==> src/hw/rtl/poi_pkg.sv <==
// shared constants, types and the arctangent table of the odometry integrator
// no dependencies
`default_nettype none

package poi_pkg;

	localparam int CORDIC_STEPS_DEF = 24;

	// cordic datapath width and angle accumulator width
	localparam int CW = 52;
	localparam int ZW = 34;

	localparam logic [29:0] NS_PER_S    = 30'd1000000000;
	localparam logic [63:0] DT_NS_LIMIT = 64'd32768000000000;
	localparam logic [31:0] GAIN_Q32    = 32'd2608131496;

	localparam int CFG_IDX_W = 4;
	localparam logic [CFG_IDX_W-1:0] CFG_MODE      = 4'd0;
	localparam logic [CFG_IDX_W-1:0] CFG_INIT_X    = 4'd1;
	localparam logic [CFG_IDX_W-1:0] CFG_INIT_Y    = 4'd2;
	localparam logic [CFG_IDX_W-1:0] CFG_INIT_HEAD = 4'd3;

	localparam logic FUNC_VEL = 1'b0;
	localparam logic FUNC_RST = 1'b1;

	typedef struct packed {
		logic        start;
		logic [31:0] ang;
	} cordic_ctl_t;

	function automatic logic [31:0] atan_step(input logic [4:0] i);
		logic [31:0] r;
		case (i)
			5'd0:  r = 32'h20000000;
			5'd1:  r = 32'h12E4051D;
			5'd2:  r = 32'h09FB385B;
			5'd3:  r = 32'h051111D4;
			5'd4:  r = 32'h028B0D43;
			5'd5:  r = 32'h0145D7E1;
			5'd6:  r = 32'h00A2F61E;
			5'd7:  r = 32'h00517C55;
			5'd8:  r = 32'h0028BE53;
			5'd9:  r = 32'h00145F2E;
			5'd10: r = 32'h000A2F98;
			5'd11: r = 32'h000517CC;
			5'd12: r = 32'h00028BE6;
			5'd13: r = 32'h000145F3;
			5'd14: r = 32'h0000A2F9;
			5'd15: r = 32'h0000517C;
			5'd16: r = 32'h000028BE;
			5'd17: r = 32'h0000145F;
			5'd18: r = 32'h00000A2F;
			5'd19: r = 32'h00000517;
			5'd20: r = 32'h0000028B;
			5'd21: r = 32'h00000145;
			5'd22: r = 32'h000000A2;
			5'd23: r = 32'h00000051;
			5'd24: r = 32'h00000028;
			5'd25: r = 32'h00000014;
			5'd26: r = 32'h0000000A;
			5'd27: r = 32'h00000005;
			5'd28: r = 32'h00000002;
			5'd29: r = 32'h00000001;
			default: r = 32'h00000000;
		endcase
		return r;
	endfunction

endpackage

`default_nettype wire

==> src/hw/rtl/poi_cordic.sv <==
// iterative cordic rotator, one micro-rotation per cycle
// depends on poi_pkg
`default_nettype none

module poi_cordic import poi_pkg::*; #(
	parameter int CORDIC_STEPS = CORDIC_STEPS_DEF
) (
	input  wire logic                 clk,
	input  wire logic                 arst_n,
	input  wire cordic_ctl_t          ctl,
	input  wire logic signed [CW-1:0] x0,
	input  wire logic signed [CW-1:0] y0,
	output logic                      done,
	output logic signed [CW-1:0]      rx,
	output logic signed [CW-1:0]      ry
);

	localparam int SCW = (CORDIC_STEPS > 1) ? $clog2(CORDIC_STEPS) : 1;
	localparam logic [SCW-1:0] LAST = SCW'(CORDIC_STEPS - 1);

	logic signed [CW-1:0] x_q, y_q;
	logic signed [ZW-1:0] z_q;
	logic [SCW-1:0]       cnt_q;
	logic                 busy_q, done_q;

	logic                 flip;
	logic [31:0]          angf;
	logic signed [CW-1:0] dx, dy;
	logic signed [ZW-1:0] at;

	// fold the left half-plane onto the right one
	assign flip = ctl.ang[31] ^ ctl.ang[30];
	assign angf = ctl.ang + (flip ? 32'h80000000 : 32'h0);
	assign dx   = y_q >>> cnt_q;
	assign dy   = x_q >>> cnt_q;
	assign at   = $signed({2'b00, atan_step(5'(cnt_q))});

	always_ff @(posedge clk or negedge arst_n) begin
		if (!arst_n) begin
			busy_q <= 1'b0;
			done_q <= 1'b0;
			cnt_q  <= '0;
		end else begin
			done_q <= 1'b0;
			if (ctl.start) begin
				busy_q <= 1'b1;
				cnt_q  <= '0;
			end else if (busy_q) begin
				if (cnt_q == LAST) begin
					busy_q <= 1'b0;
					done_q <= 1'b1;
				end else begin
					cnt_q <= cnt_q + 1'b1;
				end
			end
		end
	end

	always_ff @(posedge clk) begin
		if (ctl.start) begin
			x_q <= flip ? -x0 : x0;
			y_q <= flip ? -y0 : y0;
			z_q <= $signed({{(ZW-32){angf[31]}}, angf});
		end else if (busy_q) begin
			if (!z_q[ZW-1]) begin
				x_q <= x_q - dx;
				y_q <= y_q + dy;
				z_q <= z_q - at;
			end else begin
				x_q <= x_q + dx;
				y_q <= y_q - dy;
				z_q <= z_q + at;
			end
		end
	end

	assign done = done_q;
	assign rx   = x_q;
	assign ry   = y_q;

endmodule

`default_nettype wire

==> config.mk <==
export PLATFORM = sky130hd
export DESIGN_NAME = poi_cordic
export DESIGN_NICKNAME = d
export VERILOG_FILES = /design/src/hw/rtl/poi_pkg.sv /design/src/hw/rtl/poi_cordic.sv
export SDC_FILE = /design/constraint.sdc
export NUM_CORES = 1
export LEC_CHECK = 0
export BUFFER_PORTS_ARGS = -buffer_cell sky130_fd_sc_hd__buf_2
export CORE_MARGIN = 8
export CORE_UTILIZATION = 45
export CTS_BUF_LIST = sky130_fd_sc_hd__clkbuf_8
export CTS_CLUSTER_DIAMETER = 30
export CTS_CLUSTER_SIZE = 30
export DETAILED_ROUTE_END_ITERATION = 10
export GPL_TIMING_DRIVEN = 0
export HOLD_SLACK_MARGIN = 0.12
export PLACE_DENSITY_LB_ADDON = 0.08
export REMOVE_ABC_BUFFERS = 1
export SLEW_MARGIN = 20
export SYNTH_ARGS = -nofsm -noshare
export SYNTH_HDL_FRONTEND = slang
export SYNTH_SLANG_ARGS = --single-unit
==> constraint.sdc <==
create_clock -name clk -period 7.19 [get_ports clk]
set_input_delay 1.0785 -clock clk [delete_from_list [all_inputs] [get_ports clk]]
set_output_delay 1.0785 -clock clk [all_outputs]
set_load 0.02 [all_outputs]
==> flow_summary.toml, run 1 <==
[global_routing]
grt_use_total = 0.330
first_global_vias = 26800
grt_max_degree = 102
grt-ovfl-total = 0
grt_pass1_wl_um = 170000
antenna_found_initial = 4

[die]
core_sq_um = 58800
die_y_um = 259
start_util = 0.454
die-width_um = 259
rows = 89
ios = 244
die-area_sq_um = 67300

[cts]
clock_path_buffers = 2
clk_pin_slew_ns = 0.10
clock_latency_ns = 0.59
h-tree-depth = 4
clockRootBuffer = "clkbuf_8"
cts_buffers = 17
cts_sinks = 145
cts_tree = "built"

[setup_path]
required_ns = 7.50
critPathKind = "reg2reg"
arrival_ns = 7.34
critPathSlowestCell = "mux4_2"
endpoint_kind = "flop"
path_delay_family = "compound AO/OA/AOI/OAI gates"
crit_fanout = 26
critPathLaunchType = "flop"
critical_path_buf_inv_count = 4
crit_path_max_incr_delay_ns = 0.67

[run_status]
status = "finished clean"

[timing]
final-setup-viol-count = 0
hold_violations = 0
clock_skew_ns = 0.0287
final-max-slew-violation-count = 0
tightest_slew_ns = 1.12
post-route-min-period_ns = 7.04
grt_setup_unrepaired = "true"
maxSlewHeadroom = 0.254
fin_ws_ns = 0.152
finalCritPeriodShare = 0.979
fmax_mhz = 142

[job]
cap_viol_max_count = 0

[final_layout]
fill_cells = 5727
seq_area_sq_um = 4340
drive_above_1_share = 0.186
nets = 3653
area_delta_synth_final_pct = 11.4
multi_input_area_sq_um = 21500

[logic_synthesis]
synth-seq-cells = 145
yosysSeqAreaShare = 0.162
synth_area_sq_um = 26700
synth-main-ff-cell = "edfxtp_1"
synthDistinctLibCells = 104
syn_area_per_cell_sq_um = 8.24
synth-edff-count = 138
syn_inst = 3238
async_flop_share = 0.0483
yosys_warnings = 0

[routing]
wl_per_cell_um = 28.1
via_per_inst = 6.77
wl_um = 117000
first_pass_iters = 7
vias = 28100
drt_iter0_markers = 3433
detail-route-antenna-nets = 0
drc = 0

[hold_path]
hp-class = "in2async"

[placement]
dp_hpwl_um = 88900
pre_cts_ws_ns = -1.27
gp_congestion = 0.973
io_buffers = 243
worst paths after layout:
| kind | depth (start not counted) | startpoint | endpoint | slack [ns] |
|---|---|---|---|---|
| setup / recovery | 26 | cnt_q[1]$_DFFE_PN0P_ | ry[44]$_DFFE_PP_ | 0.15 |
| hold / removal | 1 | arst_n | cnt_q[2]$_DFFE_PN0P_ | 0.32 |
| setup reg to reg | 26 | cnt_q[1]$_DFFE_PN0P_ | ry[44]$_DFFE_PP_ | 0.15 |
| hold reg to reg | 2 | busy_q$_DFF_PN0_ | done$_DFF_PN0_ | 0.58 |
| max in group asynchronous | 1 | arst_n | cnt_q[4]$_DFFE_PN0P_ | 6.69 |
| min in group clk | 2 | busy_q$_DFF_PN0_ | done$_DFF_PN0_ | 0.58 |
sequential cells by signal, indices dropped and copies added (netlist names):
register	flops
done	1
rx	52
ry	52
z_q	34
cnt_q	5
busy_q	1
per-stage QoR:
| stage | std cells | area [sq um] | utilization | setup TNS [ns] | hold WS (ns) |
|---|---|---|---|---|---|
| finish | 4150 | 29700 | 0.505 | 0 | 0.321 |
| floorplan | 3041 | 25600 | - | -441.76 | 0.515 |
| CTS | 4137 | 29400 | 0.499 | 0 | 0.284 |
| detailed placement | 4089 | 28600 | 0.486 | -30.21 | 0.569 |
| global placement | 4057 | 27800 | 0.473 | -1056.76 | 0.558 |
| global route | 4149 | 29700 | 0.505 | -0.218 | 0.301 |
per-layer routing:
metal | vias up | track usage | wire length, um
met4 | 0 | 0.151 | 5620
met1 | 13600 | 0.440 | 48600
met2 | 1558 | 0.512 | 51900
li1 | 12600 | - | -
met3 | 303 | 0.0661 | 10800
met5 | - | 0 | 0
kinds of logic (layout without fill, tap and decap cells):
| family | after synthesis | count (layout) | synth area share |
|---|---|---|---|
| flops | 145 | 145 | 0.162 |
| xor+xnor | 346 | 346 | 0.114 |
| mux | 314 | 314 | 0.176 |
| buf+inv | 268 | 404 | 0.0485 |
| compound gates | 1038 | 1038 | 0.248 |
| other cells | 0 | 3 | 0 |
| fa+ha+maj | 153 | 153 | 0.0726 |
| simple gates | 974 | 974 | 0.179 |
synthesized netlist by cell type (all sizes together), types with 12 or more instances:
cell    count  area share
a21oi     287       0.054
nor2b      36      0.0084
a21boi     12      0.0034
nand2     299       0.042
ha        150       0.070
a31oi      56       0.013
buf       108       0.026
nand3      59       0.011
nand4      25      0.0063
xor2      163       0.054
and2       32      0.0075
o22ai      42      0.0099
o21ai     237       0.044
nor3b      17      0.0052
xnor2     183       0.060
or2        17      0.0040
a22oi      29      0.0082
o21bai     19      0.0053
a21o       68       0.019
inv        70      0.0099
o41ai      12      0.0039
a22o       14      0.0046
a221oi     15      0.0052
nor2      269       0.038
o31ai      40       0.011
nand2b     38      0.0089
o21a       28      0.0079
edfxtp    138        0.16
and3       23      0.0054
mux4      113       0.097
o211ai     28      0.0081
clkbuf     89       0.013
mux2       73       0.031
or3        29      0.0068
a211oi     32      0.0090
mux2i     128       0.048
nor3       63       0.013
o221ai     14      0.0048
nor4       25      0.0067
repair_timing:
action,in CTS,in global routing
endpoints found under the setup margin,57,30
setup buffers,13,8
hold endpoints to repair,0,0
gates cloned,3,2
pin swaps,5,4
resized for setup,29,46
hold buffers,0,0
area by class of cell:
type	count	share of cell area
multi-input combinational	2825	0.724
antenna	3	0.000253
inverter	71	0.00927
clock buffer	17	0.00788
timing repair buffer	301	0.0764
clock inverter	15	0.00400
sequential	145	0.146
tap	773	0.0326
layout by cell type, fill, tap and decap left out, types with 29 or more instances in the layout:
cell / instances
ha_1: 149
a21oi_1: 284
xor2_1: 162
and2_1: 32
buf_2: 243
o21ai_0: 228
xnor2_1: 181
nor2b_1: 30
inv_1: 66
a21o_1: 68
mux2i_1: 123
nor3_1: 52
edfxtp_1: 138
nand2b_1: 37
o31ai_1: 39
or3_1: 29
mux4_2: 100
nand3_1: 57
a211oi_1: 31
mux2_2: 73
o22ai_1: 42
a31oi_1: 55
nor2_1: 261
nand2_1: 295
Power of run 1 is left out: the tool's default activity adds up to more than one toggle a clock period on the data nets, which glitch-free logic cannot reach.
==> run 2, diff against run 1 <==
--- a/config.mk
+++ b/config.mk
@@ -6,10 +6,10 @@
 export NUM_CORES = 1
 export LEC_CHECK = 0
 export BUFFER_PORTS_ARGS = -buffer_cell sky130_fd_sc_hd__buf_2
-export CORE_MARGIN = 8
+export CORE_MARGIN = 2
 export CORE_UTILIZATION = 45
 export CTS_BUF_LIST = sky130_fd_sc_hd__clkbuf_8
-export CTS_CLUSTER_DIAMETER = 30
+export CTS_CLUSTER_DIAMETER = 60
 export CTS_CLUSTER_SIZE = 30
 export DETAILED_ROUTE_END_ITERATION = 10
 export GPL_TIMING_DRIVEN = 0
==> run 2 against run 1 <==
Net effect: final area is 0.77% higher; via count is 0.13% higher; count of clock-buffer cells in the layout is the same; clock skew hardly changed; hold slack lost 0.0063 ns; critical path type unchanged; critical endpoint is now ry[50]$_DFFE_PP_; largest cell class unchanged; highest routed layer unchanged.
==> flow_summary.toml, run 2 (synthesis results as in run 1) <==
[run_status]
status = "finished clean"

[die]
die-area_sq_um = 61200
ios = 244
core_sq_um = 58800
die_y_um = 247
die-width_um = 247
start_util = 0.454
rows = 89

[setup_path]
cp_cell_sequence = "buf_16 > or3_1 > o22ai_1 > nor3_1 > nor4b_2 > and4_2 > a21oi_1 > xnor2_1 > ha_1 > and4_1 > a21boi_4 > o211ai_1 > buf_4 > a2111oi_2 > o31a_1 > a21oi_2 > a211o_1 > o21ai_1 > xnor2_1 > o21ai_0"
endpoint_kind = "flop"
cp_common_cell = "xnor2_1"
path_delay_family = "simple AND/OR/NAND/NOR gates"
crit_path_max_incr_delay_ns = 1.09
critPathSlowestCell = "nor3_1"
critPathKind = "reg2reg"
crit_fanout = 64
required_ns = 7.50
critPathLaunchType = "flop"
ff2ff_setup_slack_ns = 0.13
critical_path_buf_inv_count = 2
arrival_ns = 7.37

[hold_path]
hp-class = "in2async"

[placement]
placed_cells = 4091
io_buffers = 243
place_area_sq_um = 28600
gp_congestion = 0.999
dp_hpwl_um = 87600

[timing]
final-max-slew-violation-count = 0
post-route-min-period_ns = 7.06
hold_violations = 0
fmax_mhz = 142
finalCritPeriodShare = 0.981
tns_ns = 0
final-setup-viol-count = 0
maxSlewHeadroom = 0.0922
tightest_slew_ns = 1.35
clock_skew_ns = 0.0292
holdWs_ns = 0.315

[cts]
clock_path_buffers = 2
cts_tree = "built"
cts_sinks = 145
hold_buffers = 0
clockRootBuffer = "clkbuf_8"
h-tree-depth = 4
cts_buffers = 17
clock_latency_ns = 0.59
clk_pin_slew_ns = 0.10

[routing]
drt_iter0_markers = 3272
detail-route-antenna-nets = 0
wl_per_cell_um = 28.2
drc = 0
via_per_inst = 6.75
wl_um = 117000
vias = 28100
first_pass_iters = 7

[global_routing]
antenna_found_initial = 2
grt_max_degree = 101
grt-ovfl-total = 0
grt_pass1_wl_um = 168000
first_global_vias = 26300
grt_use_total = 0.367

[final_layout]
final_area_sq_um = 29900
layout_common_cells = "nand2_1 (296), a21oi_1 (281), nor2_1 (263)"
area_delta_synth_final_pct = 12.2
layout.cells.non_filler = 4167
layout_commonest_cell = "nand2_1"
fill_cells = 5680
nets = 3671
drive_above_1_share = 0.191

[job]
cap_viol_max_count = 0
[run 2: cell count changes in the layout (fill, tap and decap cells not counted), sizes merged]
cell	before	now
buf	296	308
clkbuf	19	23
bufbuf	3	5
clkinvlp	4	3
diode	3	2
inv	73	74
[run 2: metrics by stage]
stage           util  setup slack [ns]
5_1_grt        0.509           -0.0154
6_report       0.509             0.134
3_5_place_dp   0.487             -1.27
2_1_floorplan      -             -4.69
3_3_place_gp   0.473             -9.42
4_1_cts        0.502            0.0420
[run 2: cell type report]
class / count / area [sq um] / share of cell area
Timing Repair Buffer: 319 / 2510 / 0.0840
Sequential cell: 145 / 4340 / 0.145
Tap cell: 773 / 967 / 0.0323
Inverter: 71 / 290 / 0.00970
Multi-Input combinational cell: 2825 / 21500 / 0.717
Clock buffer: 17 / 234 / 0.00782
Antenna cell: 2 / 5.00 / 0.000167
Clock inverter: 15 / 120 / 0.00401
[run 2: worst paths after layout]
| kind | endpoint | startpoint | cells after the start |
|---|---|---|---|
| setup / recovery | ry[50]$_DFFE_PP_ | cnt_q[4]$_DFFE_PN0P_ | 20 |
| hold reg to reg | done$_DFF_PN0_ | busy_q$_DFF_PN0_ | 2 |
| min in group clk | done$_DFF_PN0_ | busy_q$_DFF_PN0_ | 2 |
| max in group asynchronous | cnt_q[4]$_DFFE_PN0P_ | arst_n | 1 |
| setup reg to reg | ry[50]$_DFFE_PP_ | cnt_q[4]$_DFFE_PN0P_ | 20 |
| hold / removal | done$_DFF_PN0_ | arst_n | 1 |
[run 2: timing repair]
item | CTS | global route
setup endpoints to repair | 54 | 31
pin swaps | 5 | 5
gates cloned | 5 | 6
buffers inserted | 17 | 14
gates resized for setup | 38 | 48
[run 2: layer usage]
| layer | vias up | share of wire | GRT usage |
|---|---|---|---|
| li1 | 12600 | - | - |
| met1 | 13700 | 0.41 | 0.478 |
| met2 | 1517 | 0.45 | 0.584 |
| met3 | 305 | 0.098 | 0.0886 |
| met4 | 0 | 0.045 | 0.148 |
| met5 | - | 0 | 0 |
Power of run 2 is left out for the same reason.
